### config.mk
export PLATFORM = sky130hd
export DESIGN_NAME = ansi_text_terminal_parser
export DESIGN_NICKNAME = d
export VERILOG_FILES = /design/src/rtl/atp_pkg.sv /design/src/rtl/atp_sgr_alu.sv /design/src/rtl/atp_text_step.sv /design/src/rtl/ansi_text_terminal_parser.sv
export SDC_FILE = /design/constraint.sdc
export NUM_CORES = 1
export LEC_CHECK = 0
export ABC_AREA = 1
export ABC_CLOCK_PERIOD_IN_PS = 8200
export BUFFER_PORTS_ARGS = -buffer_cell sky130_fd_sc_hd__buf_2
export CORE_ASPECT_RATIO = 1.2
export CORE_MARGIN = 5
export CORE_UTILIZATION = 35
export CTS_CLUSTER_DIAMETER = 120
export CTS_CLUSTER_SIZE = 40
export DETAILED_ROUTE_END_ITERATION = 7
export PLACE_DENSITY = 0.48
export SYNTH_ARGS = -nofsm -noshare
export SYNTH_HDL_FRONTEND = slang
export SYNTH_HIERARCHICAL = 1
export SYNTH_SLANG_ARGS = --single-unit
### constraint.sdc
create_clock -name clock -period 8.2 [get_ports clock]
set_clock_uncertainty 0.1 [all_clocks]
set_input_delay 0.41 -clock clock [delete_from_list [all_inputs] [get_ports clock]]
set_output_delay 0.41 -clock clock [all_outputs]
set_load 0.02 [all_outputs]
### src/rtl/atp_pkg.sv
// Shared types, constants and the color palette of the ANSI text terminal parser.
`default_nettype none

package atp_pkg;

   localparam int MAX_PARAMS  = 16;
   localparam int PARAM_W     = 12;
   localparam int CNT_W       = $clog2(MAX_PARAMS + 1);
   localparam int PIDX_W      = (MAX_PARAMS > 1) ? $clog2(MAX_PARAMS) : 1;
   localparam int CSR_IDX_W   = 3;
   localparam int CSR_DATA_W  = 32;
   localparam int RSP_DATA_W  = 56;

   localparam logic [PARAM_W-1:0] PARAM_LIMIT = 12'd4095;

   // Output operation kinds.
   localparam logic [1:0] OP_GLYPH  = 2'd0;
   localparam logic [1:0] OP_CLEAR  = 2'd1;
   localparam logic [1:0] OP_SCROLL = 2'd2;

   // Configuration register indexes.
   localparam logic [CSR_IDX_W-1:0] REG_COLUMNS  = 3'd0;
   localparam logic [CSR_IDX_W-1:0] REG_ROWS     = 3'd1;
   localparam logic [CSR_IDX_W-1:0] REG_SCROLL   = 3'd2;
   localparam logic [CSR_IDX_W-1:0] REG_DEF_FG   = 3'd3;
   localparam logic [CSR_IDX_W-1:0] REG_DEF_BG   = 3'd4;

   localparam logic [7:0]  RESET_COLUMNS = 8'd80;
   localparam logic [7:0]  RESET_ROWS    = 8'd25;
   localparam logic [31:0] RESET_DEF_FG  = 32'hFFCCCCCC;
   localparam logic [31:0] RESET_DEF_BG  = 32'hFF000000;

   // Character codes.
   localparam logic [7:0] CH_BS    = 8'h08;
   localparam logic [7:0] CH_LF    = 8'h0A;
   localparam logic [7:0] CH_CR    = 8'h0D;
   localparam logic [7:0] CH_ESC   = 8'h1B;
   localparam logic [7:0] CH_LBRK  = 8'h5B;
   localparam logic [7:0] CH_SEMI  = 8'h3B;
   localparam logic [7:0] CH_ZERO  = 8'h30;
   localparam logic [7:0] CH_NINE  = 8'h39;
   localparam logic [7:0] CH_LOW_A = 8'h61;
   localparam logic [7:0] CH_LOW_Z = 8'h7A;
   localparam logic [7:0] CH_UP_A  = 8'h41;
   localparam logic [7:0] CH_UP_Z  = 8'h5A;
   localparam logic [7:0] CH_M     = 8'h6D;
   localparam logic [7:0] CH_G     = 8'h47;
   localparam logic [7:0] CH_K     = 8'h4B;
   localparam logic [6:0] GLYPH_BLANK = 7'd32;

   // Cursor plan for one text byte, worked out before its words go out.
   typedef struct packed {
      logic       high;
      logic       sec_valid;
      logic [7:0] sec_col;
      logic [6:0] sec_glyph;
      logic       scroll;
      logic [7:0] new_col;
      logic [7:0] new_row;
   } text_plan_type;

   // Attribute state stepped by the SGR unit.
   typedef struct packed {
      logic [31:0] fg;
      logic [31:0] bg;
      logic        bold;
   } sgr_state_type;

   // One result word as held in the output register.
   typedef struct packed {
      logic [1:0]  kind;
      logic [7:0]  col;
      logic [7:0]  row;
      logic [6:0]  glyph;
      logic [31:0] color;
      logic        last;
   } rsp_word_type;

   function automatic logic [31:0] palette(input logic [3:0] idx);
      logic [31:0] c;
      unique case (idx)
         4'd0:  c = 32'hFF000000;
         4'd1:  c = 32'hFFCC0000;
         4'd2:  c = 32'hFF4E9A06;
         4'd3:  c = 32'hFFC4A000;
         4'd4:  c = 32'hFF3465A4;
         4'd5:  c = 32'hFF75507B;
         4'd6:  c = 32'hFF06989A;
         4'd7:  c = 32'hFFD3D7CF;
         4'd8:  c = 32'hFF555753;
         4'd9:  c = 32'hFFEF2929;
         4'd10: c = 32'hFF8AE234;
         4'd11: c = 32'hFFFCE94F;
         4'd12: c = 32'hFF729FCF;
         4'd13: c = 32'hFFAD7FA8;
         4'd14: c = 32'hFF34E2E2;
         default: c = 32'hFFEEEEEC;
      endcase
      return c;
   endfunction

endpackage

`default_nettype wire

### src/rtl/atp_sgr_alu.sv
// SGR step unit: applies one parameter to the current colors and bold flag.
`default_nettype none

module atp_sgr_alu (
   input  wire logic [atp_pkg::PARAM_W-1:0] param_value,
   input  wire atp_pkg::sgr_state_type      cur,
   input  wire logic [31:0]                 def_fg,
   input  wire logic [31:0]                 def_bg,
   output atp_pkg::sgr_state_type           nxt
);
   import atp_pkg::*;

   logic [3:0]         hi;
   logic [PARAM_W-1:0] off30;
   logic [PARAM_W-1:0] off40;
   logic [PARAM_W-1:0] off90;
   logic [PARAM_W-1:0] off100;

   always_comb begin
      hi     = cur.bold ? 4'd8 : 4'd0;
      off30  = param_value - PARAM_W'(30);
      off40  = param_value - PARAM_W'(40);
      off90  = param_value - PARAM_W'(90);
      off100 = param_value - PARAM_W'(100);
      nxt    = cur;
      priority if (param_value == PARAM_W'(0)) begin
         nxt.fg   = def_fg;
         nxt.bg   = def_bg;
         nxt.bold = 1'b0;
      end else if (param_value == PARAM_W'(1)) begin
         nxt.bold = 1'b1;
      end else if (param_value == PARAM_W'(22)) begin
         nxt.fg   = def_fg;
         nxt.bold = 1'b0;
      end else if (param_value >= PARAM_W'(30) && param_value <= PARAM_W'(37)) begin
         nxt.fg = palette(off30[3:0] + hi);
      end else if (param_value >= PARAM_W'(90) && param_value <= PARAM_W'(97)) begin
         nxt.fg = palette(off90[3:0] + 4'd8);
      end else if (param_value >= PARAM_W'(40) && param_value <= PARAM_W'(47)) begin
         nxt.bg = palette(off40[3:0] + hi);
      end else if (param_value >= PARAM_W'(100) && param_value <= PARAM_W'(107)) begin
         nxt.bg = palette(off100[3:0] + 4'd8);
      end else if (param_value == PARAM_W'(38)) begin
         nxt.fg = def_fg;
      end else if (param_value == PARAM_W'(48)) begin
         nxt.bg = def_bg;
      end else if (param_value == PARAM_W'(7)) begin
         nxt.fg = cur.bg;
         nxt.bg = cur.fg;
      end
   end

endmodule

`default_nettype wire

### src/rtl/atp_text_step.sv
// Cursor planner for a text byte: second cell, wrap and scroll decision.
`default_nettype none

module atp_text_step (
   input  wire logic [7:0]        char_byte,
   input  wire logic [7:0]        cur_col,
   input  wire logic [7:0]        cur_row,
   input  wire logic [7:0]        screen_columns,
   input  wire logic [7:0]        screen_rows,
   input  wire logic              scroll_enable,
   output atp_pkg::text_plan_type plan
);
   import atp_pkg::*;

   logic       is_bs;
   logic       is_lf;
   logic       is_cr;
   logic [8:0] pre_col;
   logic [8:0] pre_row;
   logic [8:0] wrap_col;
   logic [8:0] wrap_row;
   logic [8:0] fin_row;
   logic       row_over;

   always_comb begin
      is_bs = (char_byte == CH_BS);
      is_lf = (char_byte == CH_LF);
      is_cr = (char_byte == CH_CR);

      if (is_lf || is_cr) begin
         pre_col = 9'd0;
      end else if (is_bs) begin
         pre_col = (cur_col != 8'd0) ? {1'b0, cur_col} - 9'd1 : {1'b0, cur_col};
      end else begin
         pre_col = {1'b0, cur_col} + 9'd1;
      end
      pre_row = is_lf ? {1'b0, cur_row} + 9'd1 : {1'b0, cur_row};

      if (pre_col >= {1'b0, screen_columns}) begin
         wrap_col = 9'd0;
         wrap_row = pre_row + 9'd1;
      end else begin
         wrap_col = pre_col;
         wrap_row = pre_row;
      end

      row_over = (wrap_row >= {1'b0, screen_rows});
      if (row_over) begin
         fin_row = scroll_enable ? wrap_row - 9'd1 : 9'd0;
      end else begin
         fin_row = wrap_row;
      end

      plan.high      = char_byte[7];
      plan.sec_valid = !char_byte[7] && !is_lf && !is_cr && (!is_bs || cur_col != 8'd0);
      plan.sec_col   = is_bs ? cur_col - 8'd1 : cur_col;
      plan.sec_glyph = is_bs ? GLYPH_BLANK : char_byte[6:0];
      plan.scroll    = row_over && scroll_enable;
      plan.new_col   = wrap_col[7:0];
      plan.new_row   = fin_row[7:0];
   end

endmodule

`default_nettype wire

### src/rtl/ansi_text_terminal_parser.sv
// Top level of the ANSI text terminal parser: sequencer, parameter memory and output register.
// The first result word of a text byte is built from the registered byte and then held in
// the output register until taken. A text byte holds the input until its one to three
// result words are out; escape, digit and separator bytes do not hold it; an SGR final holds
// it while the single SGR step unit walks its parameters behind the registered parameter read.
// Reset: configuration returns to its defaults, the cursor homes, the parser enters text mode
// and no word is pending; the parameter memory is not cleared.
`default_nettype none

module ansi_text_terminal_parser (
   input  wire logic                            clock,
   input  wire logic                            reset,
   // Input words: tdata[7:0] char_byte.
   input  wire logic                            req_tvalid,
   output      logic                            req_tready,
   input  wire logic [7:0]                      req_tdata,
   // Result words: tdata[7:0] cell_column, [15:8] cell_row, [22:16] glyph_code,
   // [54:23] cell_color, [55] zero fill.
   output      logic                            rsp_tvalid,
   input  wire logic                            rsp_tready,
   output      logic [atp_pkg::RSP_DATA_W-1:0]  rsp_tdata,
   // tuser[1:0] op_kind.
   output      logic [1:0]                      rsp_tuser,
   // tlast: last_op, the final word for this byte.
   output      logic                            rsp_tlast,
   // Register write channel.
   input  wire logic                            csr_valid,
   output      logic                            csr_ready,
   input  wire logic [atp_pkg::CSR_IDX_W-1:0]   csr_index,
   input  wire logic [atp_pkg::CSR_DATA_W-1:0]  csr_data
);
   import atp_pkg::*;

   // Sequencer states.
   localparam logic [2:0] ST_IDLE   = 3'd0;
   localparam logic [2:0] ST_BLANK  = 3'd1;
   localparam logic [2:0] ST_SECOND = 3'd2;
   localparam logic [2:0] ST_SCROLL = 3'd3;
   localparam logic [2:0] ST_CLEAR  = 3'd4;
   localparam logic [2:0] ST_SGR_RD = 3'd5;
   localparam logic [2:0] ST_SGR_EX = 3'd6;

   // Parser phases.
   localparam logic [1:0] PHASE_TEXT  = 2'd0;
   localparam logic [1:0] PHASE_ESC   = 2'd1;
   localparam logic [1:0] PHASE_PARAM = 2'd2;

   // Configuration registers.
   logic [7:0]  cols_ff, cols_in;
   logic [7:0]  rows_ff, rows_in;
   logic        scroll_en_ff, scroll_en_in;
   logic [31:0] def_fg_ff, def_fg_in;
   logic [31:0] def_bg_ff, def_bg_in;

   // Control state.
   logic [2:0]         state_ff, state_in;
   logic [1:0]         phase_ff, phase_in;
   logic [7:0]         col_ff, col_in;
   logic [7:0]         row_ff, row_in;
   sgr_state_type      attr_ff, attr_in;
   logic [CNT_W-1:0]   count_ff, count_in;
   logic               frozen_ff, frozen_in;
   logic [CNT_W-1:0]   sgr_idx_ff, sgr_idx_in;
   logic               rsp_valid_ff, rsp_valid_in;

   // Payload registers.
   logic [PARAM_W-1:0] accum_ff, accum_in;
   logic [PARAM_W-1:0] first_ff, first_in;
   logic [7:0]         byte_ff, byte_in;
   logic [7:0]         sec_col_ff, sec_col_in;
   logic [7:0]         sec_row_ff, sec_row_in;
   logic [6:0]         sec_glyph_ff, sec_glyph_in;
   logic               sec_scroll_ff, sec_scroll_in;
   rsp_word_type       rsp_word_ff, rsp_word_in;

   // The parameter memory holds up to MAX_PARAMS closed parameters; the open one stays in accum_ff.
   logic [PARAM_W-1:0] param_mem [MAX_PARAMS];
   logic [PARAM_W-1:0] mem_q_ff;
   logic               mem_we;

   logic               out_free;
   logic               in_take;
   logic [PARAM_W-1:0] first_param;
   logic [CNT_W-1:0]   walk_n;
   logic [PARAM_W-1:0] sgr_value;
   logic [PARAM_W+3:0] digit_sum;
   logic [PARAM_W-1:0] col_target;
   logic [7:0]         col_top;
   logic               is_letter;
   text_plan_type      plan;
   sgr_state_type      attr_step;

   atp_text_step u_text_step (
      .char_byte      (byte_ff),
      .cur_col        (col_ff),
      .cur_row        (row_ff),
      .screen_columns (cols_ff),
      .screen_rows    (rows_ff),
      .scroll_enable  (scroll_en_ff),
      .plan           (plan)
   );

   atp_sgr_alu u_sgr_alu (
      .param_value (sgr_value),
      .cur         (attr_ff),
      .def_fg      (def_fg_ff),
      .def_bg      (def_bg_ff),
      .nxt         (attr_step)
   );

   assign req_tready = (state_ff == ST_IDLE);
   assign csr_ready  = 1'b1;
   assign rsp_tvalid = rsp_valid_ff;
   assign rsp_tuser  = rsp_word_ff.kind;
   assign rsp_tlast  = rsp_word_ff.last;
   assign rsp_tdata  = {1'b0, rsp_word_ff.color, rsp_word_ff.glyph,
                        rsp_word_ff.row, rsp_word_ff.col};

   always_comb begin
      out_free    = !rsp_valid_ff || rsp_tready;
      in_take     = req_tvalid && req_tready;
      // The first parameter is still open while no separator has been seen.
      first_param = (count_ff == CNT_W'(0)) ? accum_ff : first_ff;
      walk_n      = (count_ff < CNT_W'(MAX_PARAMS)) ? count_ff + CNT_W'(1)
                                                    : CNT_W'(MAX_PARAMS);
      sgr_value   = (sgr_idx_ff == count_ff) ? accum_ff : mem_q_ff;
      digit_sum   = {accum_ff, 3'b000} + {2'b00, accum_ff, 1'b0}
                    + (PARAM_W+4)'(req_tdata - CH_ZERO);
      col_target  = (first_param == PARAM_W'(0)) ? PARAM_W'(0)
                                                  : first_param - PARAM_W'(1);
      col_top     = (cols_ff == 8'd0) ? 8'd0 : cols_ff - 8'd1;
      is_letter   = (req_tdata >= CH_LOW_A && req_tdata <= CH_LOW_Z)
                 || (req_tdata >= CH_UP_A && req_tdata <= CH_UP_Z);
   end

   // Configuration writes.
   always_comb begin
      cols_in      = cols_ff;
      rows_in      = rows_ff;
      scroll_en_in = scroll_en_ff;
      def_fg_in    = def_fg_ff;
      def_bg_in    = def_bg_ff;
      if (csr_valid && csr_ready) begin
         unique case (csr_index)
            REG_COLUMNS: cols_in      = csr_data[7:0];
            REG_ROWS:    rows_in      = csr_data[7:0];
            REG_SCROLL:  scroll_en_in = csr_data[0];
            REG_DEF_FG:  def_fg_in    = csr_data;
            REG_DEF_BG:  def_bg_in    = csr_data;
            default: ;
         endcase
      end
   end

   // Sequencer.
   always_comb begin
      state_in      = state_ff;
      phase_in      = phase_ff;
      col_in        = col_ff;
      row_in        = row_ff;
      attr_in       = attr_ff;
      count_in      = count_ff;
      frozen_in     = frozen_ff;
      sgr_idx_in    = sgr_idx_ff;
      accum_in      = accum_ff;
      first_in      = first_ff;
      byte_in       = byte_ff;
      sec_col_in    = sec_col_ff;
      sec_row_in    = sec_row_ff;
      sec_glyph_in  = sec_glyph_ff;
      sec_scroll_in = sec_scroll_ff;
      rsp_word_in   = rsp_word_ff;
      rsp_valid_in  = rsp_valid_ff && !rsp_tready;
      mem_we        = 1'b0;

      unique case (state_ff)
         ST_IDLE: begin
            if (in_take) begin
               byte_in = req_tdata;
               if (phase_ff == PHASE_PARAM) begin
                  if (is_letter) begin
                     phase_in = PHASE_TEXT;
                     if (req_tdata == CH_M) begin
                        sgr_idx_in   = CNT_W'(0);
                        attr_in.bold = 1'b0;
                        state_in     = ST_SGR_RD;
                     end else if (req_tdata == CH_G) begin
                        col_in = (col_target > {4'd0, col_top}) ? col_top
                                                                : col_target[7:0];
                     end else if (req_tdata == CH_K) begin
                        if (first_param == PARAM_W'(0) && col_ff < cols_ff) begin
                           state_in = ST_CLEAR;
                        end
                     end
                  end else if (req_tdata == CH_SEMI) begin
                     if (count_ff < CNT_W'(MAX_PARAMS)) begin
                        mem_we   = 1'b1;
                        count_in = count_ff + CNT_W'(1);
                        if (count_ff == CNT_W'(0)) begin
                           first_in = accum_ff;
                        end
                     end
                     accum_in  = PARAM_W'(0);
                     frozen_in = 1'b0;
                  end else if (req_tdata >= CH_ZERO && req_tdata <= CH_NINE) begin
                     if (!frozen_ff && count_ff < CNT_W'(MAX_PARAMS)) begin
                        accum_in = (digit_sum > (PARAM_W+4)'(PARAM_LIMIT))
                                   ? PARAM_LIMIT : digit_sum[PARAM_W-1:0];
                     end
                  end else begin
                     frozen_in = 1'b1;
                  end
               end else if (phase_ff == PHASE_ESC && req_tdata == CH_LBRK) begin
                  count_in  = CNT_W'(0);
                  accum_in  = PARAM_W'(0);
                  frozen_in = 1'b0;
                  phase_in  = PHASE_PARAM;
               end else if (req_tdata == CH_ESC) begin
                  phase_in = PHASE_ESC;
               end else begin
                  phase_in = PHASE_TEXT;
                  state_in = ST_BLANK;
               end
            end
         end

         ST_BLANK: begin
            if (out_free) begin
               rsp_valid_in      = 1'b1;
               rsp_word_in.kind  = OP_GLYPH;
               rsp_word_in.col   = col_ff;
               rsp_word_in.row   = row_ff;
               rsp_word_in.glyph = GLYPH_BLANK;
               rsp_word_in.color = attr_ff.bg;
               rsp_word_in.last  = plan.high || (!plan.sec_valid && !plan.scroll);
               if (plan.high) begin
                  // A byte above the ASCII range only blanks the cell.
                  state_in = ST_IDLE;
               end else begin
                  col_in        = plan.new_col;
                  row_in        = plan.new_row;
                  sec_col_in    = plan.sec_col;
                  sec_row_in    = row_ff;
                  sec_glyph_in  = plan.sec_glyph;
                  sec_scroll_in = plan.scroll;
                  if (plan.sec_valid) begin
                     state_in = ST_SECOND;
                  end else if (plan.scroll) begin
                     state_in = ST_SCROLL;
                  end else begin
                     state_in = ST_IDLE;
                  end
               end
            end
         end

         ST_SECOND: begin
            if (out_free) begin
               rsp_valid_in      = 1'b1;
               rsp_word_in.kind  = OP_GLYPH;
               rsp_word_in.col   = sec_col_ff;
               rsp_word_in.row   = sec_row_ff;
               rsp_word_in.glyph = sec_glyph_ff;
               rsp_word_in.color = attr_ff.fg;
               rsp_word_in.last  = !sec_scroll_ff;
               state_in          = sec_scroll_ff ? ST_SCROLL : ST_IDLE;
            end
         end

         ST_SCROLL: begin
            if (out_free) begin
               rsp_valid_in      = 1'b1;
               rsp_word_in.kind  = OP_SCROLL;
               rsp_word_in.col   = 8'd0;
               rsp_word_in.row   = 8'd0;
               rsp_word_in.glyph = 7'd0;
               rsp_word_in.color = 32'd0;
               rsp_word_in.last  = 1'b1;
               state_in          = ST_IDLE;
            end
         end

         ST_CLEAR: begin
            if (out_free) begin
               rsp_valid_in      = 1'b1;
               rsp_word_in.kind  = OP_CLEAR;
               rsp_word_in.col   = col_ff;
               rsp_word_in.row   = row_ff;
               rsp_word_in.glyph = GLYPH_BLANK;
               rsp_word_in.color = attr_ff.bg;
               rsp_word_in.last  = 1'b1;
               state_in          = ST_IDLE;
            end
         end

         ST_SGR_RD: begin
            // The memory read is issued here and lands in mem_q_ff.
            state_in = ST_SGR_EX;
         end

         ST_SGR_EX: begin
            attr_in    = attr_step;
            sgr_idx_in = sgr_idx_ff + CNT_W'(1);
            state_in   = (sgr_idx_ff + CNT_W'(1) == walk_n) ? ST_IDLE : ST_SGR_RD;
         end

         default: begin
            state_in = ST_IDLE;
         end
      endcase
   end

   always_ff @(posedge clock) begin
      if (reset) begin
         cols_ff      <= RESET_COLUMNS;
         rows_ff      <= RESET_ROWS;
         scroll_en_ff <= 1'b0;
         def_fg_ff    <= RESET_DEF_FG;
         def_bg_ff    <= RESET_DEF_BG;
         state_ff     <= ST_IDLE;
         phase_ff     <= PHASE_TEXT;
         col_ff       <= 8'd0;
         row_ff       <= 8'd0;
         attr_ff.fg   <= RESET_DEF_FG;
         attr_ff.bg   <= RESET_DEF_BG;
         attr_ff.bold <= 1'b0;
         count_ff     <= CNT_W'(0);
         frozen_ff    <= 1'b0;
         sgr_idx_ff   <= CNT_W'(0);
         rsp_valid_ff <= 1'b0;
      end else begin
         cols_ff      <= cols_in;
         rows_ff      <= rows_in;
         scroll_en_ff <= scroll_en_in;
         def_fg_ff    <= def_fg_in;
         def_bg_ff    <= def_bg_in;
         state_ff     <= state_in;
         phase_ff     <= phase_in;
         col_ff       <= col_in;
         row_ff       <= row_in;
         attr_ff      <= attr_in;
         count_ff     <= count_in;
         frozen_ff    <= frozen_in;
         sgr_idx_ff   <= sgr_idx_in;
         rsp_valid_ff <= rsp_valid_in;
      end
   end

   always_ff @(posedge clock) begin
      accum_ff      <= accum_in;
      first_ff      <= first_in;
      byte_ff       <= byte_in;
      sec_col_ff    <= sec_col_in;
      sec_row_ff    <= sec_row_in;
      sec_glyph_ff  <= sec_glyph_in;
      sec_scroll_ff <= sec_scroll_in;
      rsp_word_ff   <= rsp_word_in;
   end

   always_ff @(posedge clock) begin
      if (mem_we) begin
         param_mem[count_ff[PIDX_W-1:0]] <= accum_ff;
      end
      if (state_ff == ST_SGR_RD) begin
         mem_q_ff <= param_mem[sgr_idx_ff[PIDX_W-1:0]];
      end
   end

   // A scroll request always closes the words of its byte.
   assert property (@(posedge clock) disable iff (reset)
      rsp_tvalid && rsp_tuser == OP_SCROLL |-> rsp_tlast)
      else $error("scroll word not marked last");

   // A line clear is a single blank word.
   assert property (@(posedge clock) disable iff (reset)
      rsp_tvalid && rsp_tuser == OP_CLEAR |-> rsp_tlast && rsp_tdata[22:16] == GLYPH_BLANK)
      else $error("malformed clear word");

   // The SGR walk never steps past the parameters that were collected.
   assert property (@(posedge clock) disable iff (reset)
      state_ff == ST_SGR_EX |-> sgr_idx_ff < walk_n)
      else $error("SGR walk overran the parameter list");

   // An escape byte in text mode always arms the sequence parser and emits nothing.
   assert property (@(posedge clock) disable iff (reset)
      req_tvalid && req_tready && phase_ff == PHASE_TEXT && req_tdata == CH_ESC
      |=> phase_ff == PHASE_ESC && state_ff == ST_IDLE)
      else $error("escape byte not handled");

endmodule

`default_nettype wire
== Yosys cells after proc, flatten, opt, wreduce, memory -nomap -nowiden ==
Memory sizes are Yosys's and may differ from the RTL's. A register that Yosys moved wholly into a read port is not among the register bits.
Index checks and enable logic that the tools add are counted.
Word-level totals
  register bits: 293
  memory bits (read-only): 1536
  word-level logic and storage cells: 312
  bits in writable memories: 192
  memories kept: 5
Operators by class
  mux-type cells: 107
  magnitude comparators: 20
  add/sub/neg operators: 21
  equal/unequal tests: 62
  bitwise logic cells: 2
  reductions and logical operators: 66
Memory list
  (no name shown): depth 16, bits a word 24, read ports 1, clocked after memory_dff 0, wr ports 0, RTL line atp_pkg.sv:81  | unique case (idx)
  (no name shown): depth 16, bits a word 24, read ports 1, clocked after memory_dff 0, wr ports 0, RTL line atp_pkg.sv:81
  (no name shown): depth 16, bits a word 24, read ports 1, clocked after memory_dff 0, wr ports 0, RTL line atp_pkg.sv:81
  (no name shown): depth 16, bits a word 24, read ports 1, clocked after memory_dff 0, wr ports 0, RTL line atp_pkg.sv:81
  param_mem: depth 16, bits a word 12, read ports 1, clocked after memory_dff 1, wr ports 1, RTL line ansi_text_terminal_parser.sv:77  | logic [PARAM_W-1:0] param_mem [MAX_PARAMS];
Operator list (number)
  32-bit two-way mux: 14
  58-bit two-way mux: 4
  58-bit one-hot mux with 4 select lines: 1
  64-bit two-way mux: 2
  12-bit two-way mux: 10
  8-bit two-way mux: 13
  65-bit two-way mux: 1
  5-bit two-way mux: 10
  9-bit two-way mux: 5
  3-bit two-way mux: 13
  8-bit by 7-bit equality test with 1-bit output (second input constant): 4
  6-bit AND reduction: 5
  12-bit by 6-bit equality test with 1-bit output (second input constant): 2
  8-bit by 4-bit equality test with 1-bit output (second input constant): 3
  12-bit by 7-bit greater-or-equal comparator with 1-bit output (second input constant): 2
  12-bit by 6-bit <= comparator with 1-bit output (second input constant): 2
  12-bit by 7-bit <= comparator with 1-bit output (second input constant): 2
  12-bit zero test: 2
  2-bit by 1-bit inequality test with 1-bit output (second input constant): 12
  8-bit by 1-bit subtractor with 8-bit output (second input constant): 3
  1-bit two-way mux: 22
  8-bit by 1-bit adder with 9-bit output (second input constant): 2
  9-bit by 8-bit greater-or-equal comparator with 1-bit output: 2
  3-bit one-hot mux with 6 select lines: 1
  other kinds (65): 141

== Logic depth before layout (Yosys ltp) ==
  depth after elaboration: 14
  depth in mapped cells: 40
  gate-level depth less buffers: 38

== Cells and area by module ==
Netlist, hierarchy kept.
Modules (own cells, without submodules)
  ansi_text_terminal_parser: times used 1, cells each 2144, area each 21419.3 sq um
  atp_sgr_alu: times used 1, cells each 1291, area each 6033.3 sq um
  atp_text_step: times used 1, cells each 418, area each 2218.4 sq um

== Worst setup path before layout ==
OpenSTA, ideal clock, no wires.
  path type: register -> register
  start: register byte_ff[7]
  end: register state_ff[1]
  arrival time: 4.320 ns
  path slack: 3.709 ns
  required time: 8.029 ns
  buffers on the path: 3
  setup time: 0.071 ns
  period minus slack after synthesis: 4.491 ns
  stages on the path, launching flop included: 41
  cells stage by stage: edfxtp_1 -> inv_1 -> nand2_1 -> nor2_4 -> nand2_2 -> clkinv_1 -> clkbuf_1 -> o21ai_0 -> a21oi_1 -> nor2_1 -> ha_1 -> nand2_1 -> nor2_1 -> nand2_1 -> nand3_1 -> nand2_1 -> nand2_1 -> nand2_1 -> [5 not listed] -> nand2_1 -> inv_1 -> ha_1 -> nand3_1 -> inv_1 -> nand4_1 -> nand2_1 -> nand2_2 -> nand3_4 -> buf_6 -> nand2_1 -> inv_1 -> nor2_1 -> nor2_1 -> nand2_1 -> nand3_1 -> nand3_1 -> a21oi_1
RTL lines
  from (decl): RTL line ansi_text_terminal_parser.sv:69  | logic [7:0] byte_ff, byte_in;
  from (signal assigned): RTL line ansi_text_terminal_parser.sv:352  | byte_ff <= byte_in;
  to (signal assigned): RTL line ansi_text_terminal_parser.sv:337  | state_ff <= state_in;
  to (decl): RTL line ansi_text_terminal_parser.sv:56  | logic [2:0] state_ff, state_in;

==> flow_metrics.env <==
export IMPL_clock_fmax_mhz=175
export IMPL_path_cells="xnor2_1 -> nand4_1 -> o21ai_1 -> buf_4 -> clkinv_1 -> buf_4 -> ha_1 -> inv_1 -> nand2_1 -> nand2_1 -> nand2_1 -> nand2_1 -> nand2_1 -> nand2_4 -> nand3_4 -> nor2_4 -> inv_2 -> a21oi_1 -> nand2_1 -> a21oi_1 -> o21ai_0 -> a21oi_1"
export IMPL_synth_warnings=6
export IMPL_final_nets=4021
export IMPL_drc=0
export IMPL_cp_max_fo=61
export IMPL_synth_largest_area_cell="edfxtp_1"
export IMPL_grt_use_met2_pct=38.4
export IMPL_syn_nets=3993
export IMPL_die_h_um=329
export IMPL_antenna_found_initial=1
export IMPL_hpwl_um=74800
export IMPL_startpoint="sgr_idx_ff[0]"
export IMPL_p_clk_share_pct=18.1
export IMPL_place_port_buffers=107
export IMPL_dr_first_iter_drc_count=2143
export IMPL_syn_area_per_cell_um2=7.70
export IMPL_initial_core_util_pct=35.1
export IMPL_internal_power_mw=4.23
export IMPL_final_max_slew_viol_count=0
export IMPL_cts_buffers=19
export IMPL_top_usage_layer="met2"
export IMPL_drtAntennaViolNets=0
export IMPL_seqPwrFrac_pct=39.5
export IMPL_rows=117
export IMPL_synth_edf_count=318
export IMPL_finalHoldViolations=0
export IMPL_postSynthCellCount=3853
export IMPL_syn_area_mm2=0.0297
export IMPL_path_clk_slew_ns=0.14
export IMPL_min_period_over_period_pct=69.7
export IMPL_powerDensity_mw_per_mm2=235
export IMPL_finalSetupViolations=0
export IMPL_drt_wl_total_um=106000
export IMPL_cp_start_kind="flop"
export IMPL_pin_count=110
export IMPL_yosysTopAreaCellShare_pct=32.2
export IMPL_finalWorstSetupSlack_ns=2.49
export IMPL_placed_cell_area_mm2=0.0313
export IMPL_layout_drive_gt1_share_pct=8.83
export IMPL_postCtsSetupBuffers=0
export IMPL_die_w_um=276
export IMPL_drt_pre_antenna_iters=6
export IMPL_r2r_start="sgr_idx_ff[0]"
export IMPL_fin_util_pct=38.3
export IMPL_leakage_nw=13.2
export IMPL_grt_ovfl_total=0
export IMPL_track_usage_pct=22.6
export IMPL_cap_violations=0
export IMPL_use_met1_pct=30.3
export IMPL_dp_cells=4952
export IMPL_slowest_delay_ns=0.82
export IMPL_vias=26486
export IMPL_syn2layout_area_growth_pct=8.93
export IMPL_met3_usage_pct=2.21
export IMPL_slew_headroom_pct=19.0
export IMPL_cts_tree="done"
export IMPL_rsz0062_at_grt="no"
export IMPL_final_cells=5025
export IMPL_worst_slew_pin_slew_ns=1.21
export IMPL_switching_power_mw=3.37
export IMPL_grt_pass1_vias=25212
export IMPL_crit_top_cell="nand2_1"
export IMPL_period_needed_ns=5.71
export IMPL_stdcell_area_mm2=0.0323
export IMPL_endpoint_kind="flop"
export IMPL_required_ns=8.61
export IMPL_peakVddDrop_mv=0.182
export IMPL_combPwrFrac_pct=42.4
export IMPL_ctsHoldBuffers=38
export IMPL_hold_path_class="input port to flop"
export IMPL_finalPower_mw=7.61
export IMPL_clock_latency_ns=0.61
export IMPL_root_buffer="clkbuf_16"
export IMPL_place_congestion=0.998
export IMPL_final_cell_mix="911 x nand2_1, 479 x nor2_1, 386 x o21ai_0"
export IMPL_die_area_mm2=0.0907
export IMPL_fillers=8980
export IMPL_min_delay_start="csr_data[2]"
export IMPL_swShare_pct=44.4
export IMPL_grt_max_degree=100
export IMPL_synth_cell_types=63
export IMPL_final_common_cell="nand2_1"
export IMPL_status="finished clean"
export IMPL_cts_resized_gates=0
export IMPL_via_per_inst=5.27
export IMPL_core_mm2=0.0845
export IMPL_htree_levels=1
export IMPL_worstPathBufferInverterCount=5
export IMPL_wl_per_cell_um=21.1
export IMPL_dp_slack_ns=2.59
export IMPL_setup_tns_final_ns=0
export IMPL_arrival_ns=6.13
export IMPL_numClockSinks=497
export IMPL_synthTopCellsByArea="edfxtp_1 32%, dfxtp_1 12%, nand2_1 12%"
export IMPL_cp_slowest_cell="dfxtp_4"
export IMPL_crit_family="simple AND/OR/NAND/NOR gates"
export IMPL_synth_ff_latch_count=497
export IMPL_critPathKind="flop to flop"
export IMPL_async_flop_share_pct=0
export IMPL_seq_area_frac_synth_pct=44.3
export IMPL_ys_flop_type="edfxtp_1"
export IMPL_ctsLongestPathBuffers=3
export IMPL_grt_pass1_wl_um=159000
export IMPL_timing_hold_ws_ns=0.0530
-- sequential cells by signal, indices dropped and copies added, names as in the netlist, 2 cells and up --
signal        cells
accum_ff         12
attr_ff          65
byte_ff           8
col_ff            8
cols_ff           8
count_ff          5
def_bg_ff        32
def_fg_ff        32
first_ff         12
mem_q_ff         12
param_mem       192
phase_ff          2
row_ff            8
rows_ff           8
rsp_tdata        55
rsp_tuser         2
sec_col_ff        8
sec_glyph_ff      7
sec_row_ff        8
sgr_idx_ff        5
state_ff          3
-- cells by family (layout without fill, tap and decap cells) --
group                    after synthesis  count (layout)  synth area share [%]
adder cells (fa/ha/maj)               92              92                  4.16
AND/OR/NAND/NOR                     1796            1796                  26.1
AO/OA/AOI/OAI                        823             823                  15.8
flip-flops                           497             497                  44.3
multiplexers                          23              23                 0.776
other                                  2               3                0.0253
buffers and inverters                586             627                  7.87
XOR/XNOR                              34              34                  1.03
-- final timing paths --
kind                           to  slack (ns)  cells after the start
hold reg to reg   sec_glyph_ff[6]        0.37                      0
setup reg to reg       attr_ff[7]        2.49                     22
setup / recovery       attr_ff[7]        2.49                     22
hold / removal       def_fg_ff[2]        0.05                      3
-- Yosys cell counts (31+ instances only) --
cell type    n
o211ai_1    42
nand2_1    911
nand3_1    227
nand2_2     33
inv_1      359
dfxtp_1    179
nor2_1     483
o21ai_0    389
clkbuf_1   146
buf_2       31
ha_1        81
edfxtp_1   318
nand4_1     36
o22ai_1     52
a21oi_1    207
-- power groups by stage --
stage / clock network (mW) / logic [mW] / registers [mW]
after global placement: 0 / 3.24 / 3.07
after floorplan: 0 / 2.03 / 3.17
after detailed placement: 0 / 3.17 / 3.07
after global routing: 1.50 / 3.54 / 3.03
final: 1.37 / 3.23 / 3.01
after CTS: 1.43 / 3.20 / 3.01
-- worst register-to-register path: cells and delay by family (launching register included) --
kind                     cells  cell delay, ns
XOR/XNOR                     1            0.23
adder cells (fa/ha/maj)      1            0.32
AO/OA/AOI/OAI                5            1.10
AND/OR/NAND/NOR             10            1.87
buffers and inverters        5            1.17
flip-flops                   1            0.82
-- area by class of cell --
cell class,instances,area (µm²),area share (%)
Sequential cell,497,13100,40.6
Inverter,385,1450,4.48
Timing Repair Buffer,208,1390,4.30
Tap cell,1130,1410,4.37
Multi-Input combinational cell,2770,14300,44.1
Antenna cell,1,2.50,0.00774
Clock buffer,23,490,1.52
Clock inverter,11,180,0.557
-- routing by layer --
layer,share of wire (%),up-vias,wire [µm]
li1,-,12949,-
met4,3.8,0,4040
met3,4.9,154,5150
met2,48,741,50500
met5,0,-,0
met1,44,12642,46200
No activity file was read; power rests on OpenSTA's default activity.
